`config.mk`:
```
export PLATFORM = sky130hd
export DESIGN_NAME = lru_buffer_pool_frame_manager_flat
export DESIGN_NICKNAME = d
export VERILOG_FILES = /design/src/design/lbpfm_pkg.sv /design/src/design/lbpfm_if.sv /design/src/design/lbpfm_ram.sv /design/src/design/lbpfm_out.sv /design/src/design/lbpfm_ctrl.sv /design/src/design/lru_buffer_pool_frame_manager.sv /design/src/flat_wrapper.sv
export SDC_FILE = /design/constraint.sdc
export NUM_CORES = 2
export LEC_CHECK = 0
export BUFFER_PORTS_ARGS = -buffer_cell sky130_fd_sc_hd__buf_2
export CAP_MARGIN = 20
export CORE_MARGIN = 2
export CORE_UTILIZATION = 56
export CTS_CLUSTER_DIAMETER = 80
export DETAILED_ROUTE_END_ITERATION = 8
export PLACE_DENSITY_LB_ADDON = 0.15
export SLEW_MARGIN = 20
export SYNTH_ARGS = -nofsm -noshare
export SYNTH_HDL_FRONTEND = slang
export SYNTH_HIERARCHICAL = 1
export SYNTH_SLANG_ARGS = --single-unit
```
`constraint.sdc`:
```
create_clock -name clk -period 9.42 [get_ports clk]
set_input_delay 1.413 -clock clk [delete_from_list [all_inputs] [get_ports clk]]
set_output_delay 1.413 -clock clk [all_outputs]
set_load 0.01 [all_outputs]
```
`src/design/lbpfm_pkg.sv`:
```
// ---------------------------------------------------------------------------
// lbpfm_pkg: shared types and constants for the buffer pool frame manager
// Frame count, field widths, request and command codes.
// ---------------------------------------------------------------------------
`default_nettype none
package lbpfm_pkg;
  localparam int FRAMES      = 16;
  localparam int STAMP_WIDTH = 32;
  localparam int FIDX_W      = (FRAMES > 1) ? $clog2(FRAMES) : 1;
  localparam int CNT_W       = $clog2(FRAMES + 1);
  localparam int PAGE_W      = 32;
  localparam int PIN_W       = 16;
  localparam int CAP_W       = 5;

  typedef enum logic [1:0] {
    FUNC_FETCH = 2'd0, FUNC_UNPIN = 2'd1, FUNC_FLUSH = 2'd2, FUNC_FLUSH_ALL = 2'd3
  } func_t;

  typedef enum logic [1:0] {
    CMD_NONE = 2'd0, CMD_WRITEBACK = 2'd1, CMD_READ = 2'd2, CMD_SYNC = 2'd3
  } cmd_t;

  // one metadata entry; page, pin, dirty, stamp share a memory word
  typedef struct packed {
    logic [PAGE_W-1:0]      page;
    logic [PIN_W-1:0]       pin;
    logic                   dirty;
    logic [STAMP_WIDTH-1:0] stamp;
  } meta_t;

  localparam int META_W = $bits(meta_t);

  typedef struct packed {
    logic [1:0]  func;
    logic [31:0] page_id;
    logic        set_dirty;
  } req_t;

  typedef struct packed {
    logic        status;
    logic        hit;
    logic [3:0]  frame;
    logic [1:0]  cmd;
    logic [31:0] cmd_page;
    logic [3:0]  cmd_frame;
    logic        last;
  } rsp_t;
endpackage
`default_nettype wire

```
`src/design/lbpfm_if.sv`:
```
// ---------------------------------------------------------------------------
// lbpfm_if: valid/ready channel interfaces
// Request and result channels with source and sink modports.
// ---------------------------------------------------------------------------
`default_nettype none
interface lbpfm_req_if import lbpfm_pkg::*; ();
  logic        valid;
  logic        ready;
  logic [1:0]  func;
  logic [31:0] page_id;
  logic        set_dirty;
  modport source (output valid, func, page_id, set_dirty, input ready);
  modport sink   (input valid, func, page_id, set_dirty, output ready);
endinterface

interface lbpfm_rsp_if import lbpfm_pkg::*; ();
  logic        valid;
  logic        ready;
  logic        status;
  logic        hit;
  logic [3:0]  frame;
  logic [1:0]  cmd;
  logic [31:0] cmd_page;
  logic [3:0]  cmd_frame;
  logic        last;
  modport source (output valid, status, hit, frame, cmd, cmd_page, cmd_frame, last,
                  input ready);
  modport sink   (input valid, status, hit, frame, cmd, cmd_page, cmd_frame, last,
                  output ready);
endinterface
`default_nettype wire

```
`src/design/lbpfm_ram.sv`:
```
// ---------------------------------------------------------------------------
// lbpfm_ram: generic single-port-write, single-read RAM
// Registered read.
// ---------------------------------------------------------------------------
`default_nettype none
module lbpfm_ram #(
  parameter int WIDTH = 8,
  parameter int DEPTH = 16
) (
  input  wire logic                     clk,
  input  wire logic                     we,
  input  wire logic [$clog2(DEPTH)-1:0] waddr,
  input  wire logic [WIDTH-1:0]         wdata,
  input  wire logic [$clog2(DEPTH)-1:0] raddr,
  output logic      [WIDTH-1:0]         rdata
);
  logic [WIDTH-1:0] mem [DEPTH];

  always_ff @(posedge clk) begin
    if (we) begin
      mem[waddr] <= wdata;
    end
    rdata <= mem[raddr];
  end
endmodule
`default_nettype wire

```
`src/design/lbpfm_out.sv`:
```
// ---------------------------------------------------------------------------
// lbpfm_out: result register
// Holds one result; accepts a new one whenever empty or being drained.
// ---------------------------------------------------------------------------
`default_nettype none
module lbpfm_out import lbpfm_pkg::*; (
  input  wire logic      clk,
  input  wire logic      rst,
  input  wire logic      push,
  input  wire rsp_t      push_data,
  output logic           can_push,
  lbpfm_rsp_if.source    rsp
);
  logic full;
  rsp_t data;

  assign can_push = !full || rsp.ready;

  always_ff @(posedge clk) begin
    if (rst) begin
      full <= 1'b0;
    end else if (push) begin
      full <= 1'b1;
    end else if (rsp.ready) begin
      full <= 1'b0;
    end
    if (push) begin
      data <= push_data;
    end
  end

  assign rsp.valid     = full;
  assign rsp.status    = data.status;
  assign rsp.hit       = data.hit;
  assign rsp.frame     = data.frame;
  assign rsp.cmd       = data.cmd;
  assign rsp.cmd_page  = data.cmd_page;
  assign rsp.cmd_frame = data.cmd_frame;
  assign rsp.last      = data.last;

  // a result is never overwritten while still waiting
  a_no_overwrite: assert property (@(posedge clk) disable iff (rst)
    push |-> (!full || rsp.ready)) else $error("result overwritten");
  a_hold: assert property (@(posedge clk) disable iff (rst)
    full && !rsp.ready |=> full) else $error("result dropped");
  a_valid_after_push: assert property (@(posedge clk) disable iff (rst)
    push |=> full) else $error("push lost");
endmodule
`default_nettype wire

```
`src/design/lbpfm_ctrl.sv`:
```
// ---------------------------------------------------------------------------
// lbpfm_ctrl: request sequencer
// Scans the metadata memory one frame a cycle, then updates entries.
// ---------------------------------------------------------------------------
`default_nettype none
module lbpfm_ctrl import lbpfm_pkg::*; (
  input  wire logic              clk,
  input  wire logic              rst,
  input  wire logic [CAP_W-1:0]  capacity,
  lbpfm_req_if.sink              req,
  output logic                   push,
  output rsp_t                   push_data,
  input  wire logic              can_push
);
  typedef enum logic [2:0] {
    S_IDLE, S_SCAN, S_DECIDE, S_VREAD, S_EMIT, S_FLUSH
  } state_t;

  state_t              state;
  req_t                cur;
  logic [FRAMES-1:0]   valid_bits;
  logic [STAMP_WIDTH-1:0] use_clock;
  logic [CNT_W-1:0]    scan;        // read address sequence
  logic [FIDX_W-1:0]   rd_idx;      // index of data now on rdata
  logic                rd_ok;
  // scan results
  logic                found;
  logic [FIDX_W-1:0]   found_idx;
  meta_t               found_meta;
  logic                free_ok;
  logic [FIDX_W-1:0]   free_idx;
  logic [CNT_W-1:0]    used;
  logic                vic_ok;
  logic [FIDX_W-1:0]   vic_idx;
  meta_t               vic_meta;
  logic [FIDX_W-1:0]   slot;
  logic                go_emit;     // miss goes on to install a page
  logic                bump;        // use clock advances this cycle

  // memory port
  logic                we;
  logic [FIDX_W-1:0]   waddr;
  meta_t               wdata;
  logic [FIDX_W-1:0]   raddr;
  meta_t               rdata;
  logic [META_W-1:0]   rdata_raw;

  assign rdata = meta_t'(rdata_raw);
  // hold the address of a flushed frame while its writeback waits
  assign raddr = (state == S_FLUSH && rd_ok) ? rd_idx : scan[FIDX_W-1:0];

  lbpfm_ram #(.WIDTH(META_W), .DEPTH(FRAMES)) u_meta (
    .clk(clk), .we(we), .waddr(waddr), .wdata(wdata),
    .raddr(raddr), .rdata(rdata_raw)
  );

  assign req.ready = (state == S_IDLE);

  logic [CNT_W-1:0] cap_eff;
  assign cap_eff = (capacity > CAP_W'(FRAMES)) ? CNT_W'(FRAMES) : CNT_W'(capacity);

  logic [STAMP_WIDTH-1:0] tick;
  assign tick = use_clock + 1'b1;

  logic rd_valid;
  assign rd_valid = valid_bits[rd_idx];

  // result and memory write for the current cycle
  always_comb begin
    push      = 1'b0;
    push_data = '0;
    we        = 1'b0;
    waddr     = '0;
    wdata     = '0;
    go_emit   = 1'b0;
    bump      = 1'b0;
    case (state)
      S_DECIDE: begin
        if (can_push) begin
          push           = 1'b1;
          push_data.last = 1'b1;
          case (func_t'(cur.func))
            FUNC_FETCH: begin
              if (found) begin
                push_data.hit   = 1'b1;
                push_data.frame = 4'(found_idx);
                we    = 1'b1;
                waddr = found_idx;
                wdata = '{page: found_meta.page,
                          pin: (found_meta.pin == '1) ? found_meta.pin
                                                      : found_meta.pin + 1'b1,
                          dirty: found_meta.dirty, stamp: tick};
                bump  = 1'b1;
              end else if (cap_eff == '0) begin
                push_data.status = 1'b1;
              end else if (used >= cap_eff) begin
                if (!vic_ok) begin
                  push_data.status = 1'b1;
                end else begin
                  go_emit = 1'b1;
                  if (vic_meta.dirty) begin
                    push_data.last      = 1'b0;
                    push_data.frame     = 4'(vic_idx);
                    push_data.cmd       = CMD_WRITEBACK;
                    push_data.cmd_page  = vic_meta.page;
                    push_data.cmd_frame = 4'(vic_idx);
                  end else begin
                    push = 1'b0;
                  end
                end
              end else if (!free_ok) begin
                push_data.status = 1'b1;
              end else begin
                push    = 1'b0;
                go_emit = 1'b1;
              end
            end
            FUNC_UNPIN: begin
              if (found) begin
                push_data.hit   = 1'b1;
                push_data.frame = 4'(found_idx);
                we    = 1'b1;
                waddr = found_idx;
                wdata = '{page: found_meta.page,
                          pin: (found_meta.pin == '0) ? found_meta.pin
                                                      : found_meta.pin - 1'b1,
                          dirty: found_meta.dirty | cur.set_dirty, stamp: tick};
                bump  = 1'b1;
              end
            end
            default: begin
              if (found) begin
                push_data.hit   = 1'b1;
                push_data.frame = 4'(found_idx);
                if (found_meta.dirty) begin
                  push_data.cmd       = CMD_WRITEBACK;
                  push_data.cmd_page  = cur.page_id;
                  push_data.cmd_frame = 4'(found_idx);
                  we    = 1'b1;
                  waddr = found_idx;
                  wdata = '{page: found_meta.page, pin: found_meta.pin,
                            dirty: 1'b0, stamp: found_meta.stamp};
                end
              end
            end
          endcase
        end
      end
      // install the new page and emit the read command
      S_EMIT: begin
        if (can_push) begin
          push      = 1'b1;
          push_data = '{status: 1'b0, hit: 1'b0, frame: 4'(slot), cmd: CMD_READ,
                        cmd_page: cur.page_id, cmd_frame: 4'(slot), last: 1'b1};
          we    = 1'b1;
          waddr = slot;
          wdata = '{page: cur.page_id, pin: PIN_W'(1), dirty: 1'b0, stamp: tick};
          bump  = 1'b1;
        end
      end
      // flush all: writeback of a valid dirty frame, sync at the end
      S_FLUSH: begin
        if (!rd_ok) begin
          if (scan == CNT_W'(FRAMES) && can_push) begin
            push      = 1'b1;
            push_data = '{status: 1'b0, hit: 1'b0, frame: 4'd0, cmd: CMD_SYNC,
                          cmd_page: '0, cmd_frame: 4'd0, last: 1'b1};
          end
        end else if (rd_valid && rdata.dirty && can_push) begin
          push      = 1'b1;
          push_data = '{status: 1'b0, hit: 1'b0, frame: 4'd0, cmd: CMD_WRITEBACK,
                        cmd_page: rdata.page, cmd_frame: 4'(rd_idx), last: 1'b0};
          we    = 1'b1;
          waddr = rd_idx;
          wdata = '{page: rdata.page, pin: rdata.pin, dirty: 1'b0, stamp: rdata.stamp};
        end
      end
      default: ;
    endcase
  end

  always_ff @(posedge clk) begin
    if (rst) begin
      state      <= S_IDLE;
      valid_bits <= '0;
      use_clock  <= '0;
      rd_ok      <= 1'b0;
    end else begin
      if (bump) begin
        use_clock <= tick;
      end
      case (state)
        S_IDLE: begin
          if (req.valid) begin
            cur      <= '{func: req.func, page_id: req.page_id, set_dirty: req.set_dirty};
            scan     <= '0;
            rd_ok    <= 1'b0;
            found    <= 1'b0;
            free_ok  <= 1'b0;
            vic_ok   <= 1'b0;
            used     <= '0;
            state    <= S_SCAN;
          end
        end
        // one read issued per cycle; data examined the cycle after
        S_SCAN: begin
          if (rd_ok) begin
            if (rd_valid) begin
              used <= used + 1'b1;
              if (!found && rdata.page == cur.page_id) begin
                found      <= 1'b1;
                found_idx  <= rd_idx;
                found_meta <= rdata;
              end
              if (rdata.pin == '0 && (!vic_ok || rdata.stamp < vic_meta.stamp)) begin
                vic_ok   <= 1'b1;
                vic_idx  <= rd_idx;
                vic_meta <= rdata;
              end
            end else if (!free_ok) begin
              free_ok  <= 1'b1;
              free_idx <= rd_idx;
            end
          end
          if (scan == CNT_W'(FRAMES)) begin
            rd_ok <= 1'b0;
            state <= (cur.func == FUNC_FLUSH_ALL) ? S_FLUSH : S_DECIDE;
            scan  <= '0;
          end else begin
            rd_ok  <= 1'b1;
            rd_idx <= scan[FIDX_W-1:0];
            scan   <= scan + 1'b1;
          end
        end
        S_DECIDE: begin
          if (can_push) begin
            state <= go_emit ? S_EMIT : S_IDLE;
            slot  <= (used >= cap_eff) ? vic_idx : free_idx;
          end
        end
        S_EMIT: begin
          if (can_push) begin
            valid_bits[slot] <= 1'b1;
            state <= S_IDLE;
          end
        end
        // flush all: read one frame, then write back if valid and dirty
        S_FLUSH: begin
          if (!rd_ok) begin
            if (scan == CNT_W'(FRAMES)) begin
              if (can_push) begin
                state <= S_IDLE;
              end
            end else begin
              rd_ok  <= 1'b1;
              rd_idx <= scan[FIDX_W-1:0];
              scan   <= scan + 1'b1;
            end
          end else if (!(rd_valid && rdata.dirty) || can_push) begin
            rd_ok <= 1'b0;
          end
        end
        default: state <= S_IDLE;
      endcase
    end
  end

  a_busy_not_ready: assert property (@(posedge clk) disable iff (rst)
    state != S_IDLE |-> !req.ready) else $error("ready while busy");
  a_no_write_idle: assert property (@(posedge clk) disable iff (rst)
    state == S_IDLE |-> !we) else $error("stray write");
  a_push_ok: assert property (@(posedge clk) disable iff (rst)
    push |-> can_push) else $error("push without room");
endmodule
`default_nettype wire

```
`src/design/lru_buffer_pool_frame_manager.sv`:
```
// ---------------------------------------------------------------------------
// lru_buffer_pool_frame_manager: LRU buffer pool metadata with pin counts
// Top level: request channel, result channel, capacity register.
// ---------------------------------------------------------------------------
// Usage:
//   req carries func, page_id and set_dirty; rsp returns one or more
//   results per request, the final one marked by last. The user must write
//   capacity through cfg_we/cfg_data only while idle; it is not enforced.
// Timing:
//   Each request scans all FRAMES entries of the metadata memory, one read
//   a cycle; the result follows the scan through the decide step and the
//   output register, and a miss needing a new frame adds an install step.
//   Flush all runs the same scan, then visits each frame again, reading it
//   and writing back if valid and dirty, before the sync. The single read
//   port is why frames are visited one at a time.
//   One request is in flight at a time; req.ready is high only when idle.
// Reset:
//   rst clears all valid bits and the use clock; capacity returns to 16.
//   No clearing pass is needed.
// Stall:
//   A result waits in the output register while rsp.ready is low; the
//   sequencer holds until the register can take the next result.
// ---------------------------------------------------------------------------
`default_nettype none
module lru_buffer_pool_frame_manager import lbpfm_pkg::*; (
  input  wire logic             clk,
  input  wire logic             rst,
  input  wire logic             cfg_we,
  input  wire logic [CAP_W-1:0] cfg_data,
  lbpfm_req_if.sink             req,
  lbpfm_rsp_if.source           rsp
);
  logic [CAP_W-1:0] capacity;
  logic             push;
  rsp_t             push_data;
  logic             can_push;

  // capacity register
  always_ff @(posedge clk) begin
    if (rst) begin
      capacity <= CAP_W'(16);
    end else if (cfg_we) begin
      capacity <= cfg_data;
    end
  end

  lbpfm_ctrl u_ctrl (
    .clk(clk), .rst(rst), .capacity(capacity), .req(req),
    .push(push), .push_data(push_data), .can_push(can_push)
  );

  lbpfm_out u_out (
    .clk(clk), .rst(rst), .push(push), .push_data(push_data),
    .can_push(can_push), .rsp(rsp)
  );
endmodule
`default_nettype wire
```
`src/flat_wrapper.sv`:
```
// flat-port wrapper written by rule: the top's interface ports become plain ports
module lru_buffer_pool_frame_manager_flat import lbpfm_pkg::*;
  (clk, rst, cfg_we, cfg_data, req_valid, req_func, req_page_id, req_set_dirty, req_ready, rsp_valid, rsp_status, rsp_hit, rsp_frame, rsp_cmd, rsp_cmd_page, rsp_cmd_frame, rsp_last, rsp_ready);
  lbpfm_req_if req_i ();
  lbpfm_rsp_if rsp_i ();
  input  wire logic clk;
  input  wire logic rst;
  input  wire logic cfg_we;
  input  wire logic [CAP_W-1:0] cfg_data;
  input wire logic [$bits(req_i.valid)-1:0] req_valid;
  input wire logic [$bits(req_i.func)-1:0] req_func;
  input wire logic [$bits(req_i.page_id)-1:0] req_page_id;
  input wire logic [$bits(req_i.set_dirty)-1:0] req_set_dirty;
  output wire logic [$bits(req_i.ready)-1:0] req_ready;
  output wire logic [$bits(rsp_i.valid)-1:0] rsp_valid;
  output wire logic [$bits(rsp_i.status)-1:0] rsp_status;
  output wire logic [$bits(rsp_i.hit)-1:0] rsp_hit;
  output wire logic [$bits(rsp_i.frame)-1:0] rsp_frame;
  output wire logic [$bits(rsp_i.cmd)-1:0] rsp_cmd;
  output wire logic [$bits(rsp_i.cmd_page)-1:0] rsp_cmd_page;
  output wire logic [$bits(rsp_i.cmd_frame)-1:0] rsp_cmd_frame;
  output wire logic [$bits(rsp_i.last)-1:0] rsp_last;
  input wire logic [$bits(rsp_i.ready)-1:0] rsp_ready;
  assign req_i.valid = req_valid;
  assign req_i.func = req_func;
  assign req_i.page_id = req_page_id;
  assign req_i.set_dirty = req_set_dirty;
  assign req_ready = req_i.ready;
  assign rsp_valid = rsp_i.valid;
  assign rsp_status = rsp_i.status;
  assign rsp_hit = rsp_i.hit;
  assign rsp_frame = rsp_i.frame;
  assign rsp_cmd = rsp_i.cmd;
  assign rsp_cmd_page = rsp_i.cmd_page;
  assign rsp_cmd_frame = rsp_i.cmd_frame;
  assign rsp_last = rsp_i.last;
  assign rsp_i.ready = rsp_ready;
  lru_buffer_pool_frame_manager u_core (.clk(clk), .rst(rst), .cfg_we(cfg_we), .cfg_data(cfg_data), .req(req_i), .rsp(rsp_i));
endmodule
```
==> results.yml <==
status:
  status: "finished, final reports clean"
worst_setup_path:
  critPathArrivalTime_ns: 6.09
  rrSetupSlack_ns: 3.71
  cp-end-kind: "flip-flop"
  reg2reg_from: "u_core/u_ctrl/rd_idx[0]"
  crit_required_ns: 9.80
  cp_max_fo: 43
  path_class: "flip-flop to flip-flop"
  cp-start-kind: "flip-flop"
  reg2regPathDepth: 11
  r2r-end: "u_core/u_ctrl/u_meta/mem[10][55]"
clocking:
  cts_tree: "done"
  clkLatencyLatePin_ns: 0.77
  numCtsBuffers: 170
  postCtsHoldBufs: 0
  clk_path_buf_depth: 3
  post_cts_resize_count: 0
  h-tree-depth: 4
  clk_pin_slew_ns: 0.06
  cts_root_buf: "clkbuf_16"
  cts_setup_buffers: 0
  clkSinkCount: 1694
place:
  dp_hpwl_um: 85500
  placed_cells: 4955
  port_buffers: 91
  gp_congestion: 0.827
grt:
  grtUsageMet1_pct: 36.8
  grt_use_met3_pct: 6.25
  overflow: 0
  grt_usage_pct: 25.7
  grt_pass1_vias: 34600
  grt.busiest_layer: "met2"
  grt_max_degree: 179
  antenna_found_initial: 9
  grt_pass1_wl_um: 226000
  gr-usage-met2_pct: 39.6
hold_path:
  worstHoldPathType: "flip-flop to flip-flop"
  holdPathStages: 0
  min-delay-start: "u_core/u_ctrl/u_meta/rdata[34]"
  hold_end: "u_core/u_ctrl/found_meta[34]"
power_and_ir_drop:
  peakVddDrop_mv: 0.222
  internal_power_w: 0.0139
  power.share.combinational_pct: 16.5
  power.leakage_nw: 23.1
  p_per_area_nw_per_um2: 259
  switching_power_w: 0.00510
  seqPwrFrac_pct: 49.2
  p_sw_share_pct: 26.8
  total_power_w: 0.0190
  power_frac_clock_pct: 34.2
drt:
  vias: 33900
  dr.pass1.iters: 7
  dr.first_iter.drc_count: 4963
  wl_per_cell_um: 28.8
  totalWireLength_um: 152000
  viasPerCell: 6.42
  ant_nets: 0
  drc_errors: 0
synth:
  netlist_top_cells_area: "edfxtp_1, mux4_2, dfxtp_1"
  synth-async-reset-ratio_pct: 0
  seq_area_frac_synth_pct: 75.5
  synth_edf_count: 1555
  syn_avg_cell_area_um2: 19.0
  synth_top_cell_area_share_pct: 71.2
  yosysWarnings: 6
  syn_inst: 3442
  yosysTopAreaCell: "edfxtp_1"
  dominantRegCellSynth: "edfxtp_1"
  syn_nets: 3529
  ys_ff_latch: 1694
  synth.distinct_cells: 75
  syn-cell-area_um2: 65600
floorplanning:
  core_area_um2: 116000
  floorplan.initialDensity_pct: 56.4
  num_rows: 125
  die_h_um: 346
  ios: 92
  die_area_um2: 120000
  die_x_um: 346
finish:
  fin_nets: 3694
  layout-drive-gt1-share_pct: 21.6
  final_common_cell: "edfxtp_1"
  fillers: 7813
  multiInputGateArea_um2: 15000
  layout.cells.non_filler: 5276
  area_growth_pct: 12.1
  final_cell_mix: "edfxtp_1, mux4_2, nand2_1, clkbuf_16, a22oi_1"
  register_area_um2: 49500
sta:
  clock_skew_ns: 0.0334
  finalHoldViolCount: 0
  tns_ns: 0
  relSlewSlack_pct: 22.2
  setup_viol: 0
  worst_slew_pin_slew_ns: 1.17
  rsz0062_at_grt: "false"
  max_freq_mhz: 175
  slew_viol_final: 0
  min_period_ns: 5.71
  fin_crit_sh_pct: 60.6
run:
  cap_violations: 0
==> metrics by stage <==
step	area (µm²)	setup WS, ns	hold slack, ns	utilization (%)
after floorplan	65600	0.0689	0.426	-
after global placement	67900	3.51	0.439	58.4
after detailed placement	68000	3.55	0.454	58.5
after CTS	73500	3.78	0.453	63.2
after global routing	73500	3.58	0.471	63.3
final	73500	3.71	0.458	63.3
==> logic make-up (layout without fill, tap and decap cells) <==
| family | count (synthesis) | in the layout | share of synthesized area [%] |
|---|---|---|---|
| AO/OA/AOI/OAI | 430 | 430 | 4.85 |
| XOR/XNOR | 101 | 101 | 1.35 |
| adder cells (fa/ha/maj) | 42 | 42 | 0.801 |
| buffers and inverters | 303 | 612 | 2.12 |
| flip-flops | 1694 | 1694 | 75.5 |
| multiplexers | 350 | 350 | 11.7 |
| other | 0 | 1 | 0 |
| AND/OR/NAND/NOR | 522 | 522 | 3.76 |
==> cells in the mapped netlist (4+ instances only) <==
cell type and number:
a211oi_1 6, a21oi_1 60, a221o_1 17, a222oi_1 66
a22oi_1 171, a31oi_1 12, and3_1 8, and4_1 6
buf_1 19, buf_2 28, buf_4 22, buf_6 4
buf_8 8, clkbuf_1 100, dfxtp_1 139, edfxtp_1 1555
ha_1 42, inv_1 117, mux2_2 12, mux2i_1 9
mux4_2 327, nand2_1 185, nand2b_1 6, nand3_1 40
nand3b_1 5, nand4_1 26, nor2_1 131, nor2b_1 10
nor3_1 43, nor4_1 16, o211ai_1 8, o21ai_0 51
o31ai_1 5, or2_2 5, or3_1 18, or4_1 6
xnor2_1 67, xor2_1 34
==> registers in the layout (all words and copies together) (netlist names), 2 cells and up <==
name / count
u_core/u_ctrl/scan: 5
u_core/u_out/rsp.cmd_frame: 4
u_core/u_ctrl/slot: 4
u_core/u_ctrl/free_idx: 4
u_core/u_ctrl/vic_idx: 4
u_core/u_ctrl/use_clock: 32
u_core/u_out/rsp.cmd_page: 32
u_core/u_ctrl/found_meta: 81
u_core/u_ctrl/state: 3
u_core/capacity: 5
u_core/u_ctrl/found_idx: 4
u_core/u_out/rsp.frame: 4
u_core/u_ctrl/u_meta/mem: 1296
u_core/u_ctrl/valid_bits: 16
u_core/u_ctrl/cur: 35
u_core/u_ctrl/used: 5
u_core/u_out/rsp.cmd: 2
u_core/u_ctrl/rd_idx: 4
u_core/u_ctrl/u_meta/rdata: 81
u_core/u_ctrl/vic_meta: 65
==> worst max-delay path: stages (launching register included) <==
cell	delay (ns)
edfxtp_1	0.65
mux4_1	0.62
mux4_2	0.62
and3_4	0.23
nor2b_4	0.11
buf_4	0.29
a21oi_1	0.32
nand2_1	0.33
nand2b_1	0.45
nor2_4	0.17
buf_4	0.63
buf_4	0.73
==> layer usage <==
layer	share of wire, %	up-vias	wire length (µm)
li1	-	14400	-
met1	41	17700	62200
met2	47	1586	71700
met3	9.3	235	14200
met4	2.6	6	4010
met5	0.024	-	37
==> power by group through the flow <==
stage	Sequential (W)	Clock [W]	Combinational (W)
floorplan	0.00940	0	0.00208
global placement	0.00949	0	0.00308
detailed placement	0.00951	0	0.00314
CTS	0.00936	0.00662	0.00316
global route	0.00942	0.00691	0.00338
finish	0.00937	0.00652	0.00315
==> worst max-delay path by stage <==
stage	end	start	slack (ns)
global placement	u_core/u_ctrl/u_meta/mem[2][73]	rsp_ready	3.51
global route	u_core/u_ctrl/u_meta/mem[10][55]	u_core/u_ctrl/rd_idx[0]	3.58
CTS	u_core/u_ctrl/u_meta/mem[10][55]	u_core/u_ctrl/rd_idx[0]	3.78
detailed placement	u_core/u_ctrl/u_meta/mem[3][76]	rsp_ready	3.55
finish	u_core/u_ctrl/u_meta/mem[10][55]	u_core/u_ctrl/rd_idx[0]	3.71
floorplan	u_core/u_ctrl/u_meta/mem[8][0]	rsp_ready	0.07
==> area by class of cell <==
type	count	share of cell area, %
sequential	1694	67.3
clock buffer	245	6.62
tap	1524	2.59
timing repair buffer	176	1.69
clock inverter	71	0.812
antenna	1	0.00340
inverter	120	0.613
multi-input combinational	1445	20.4
Power figures use the tool's default switching activity.
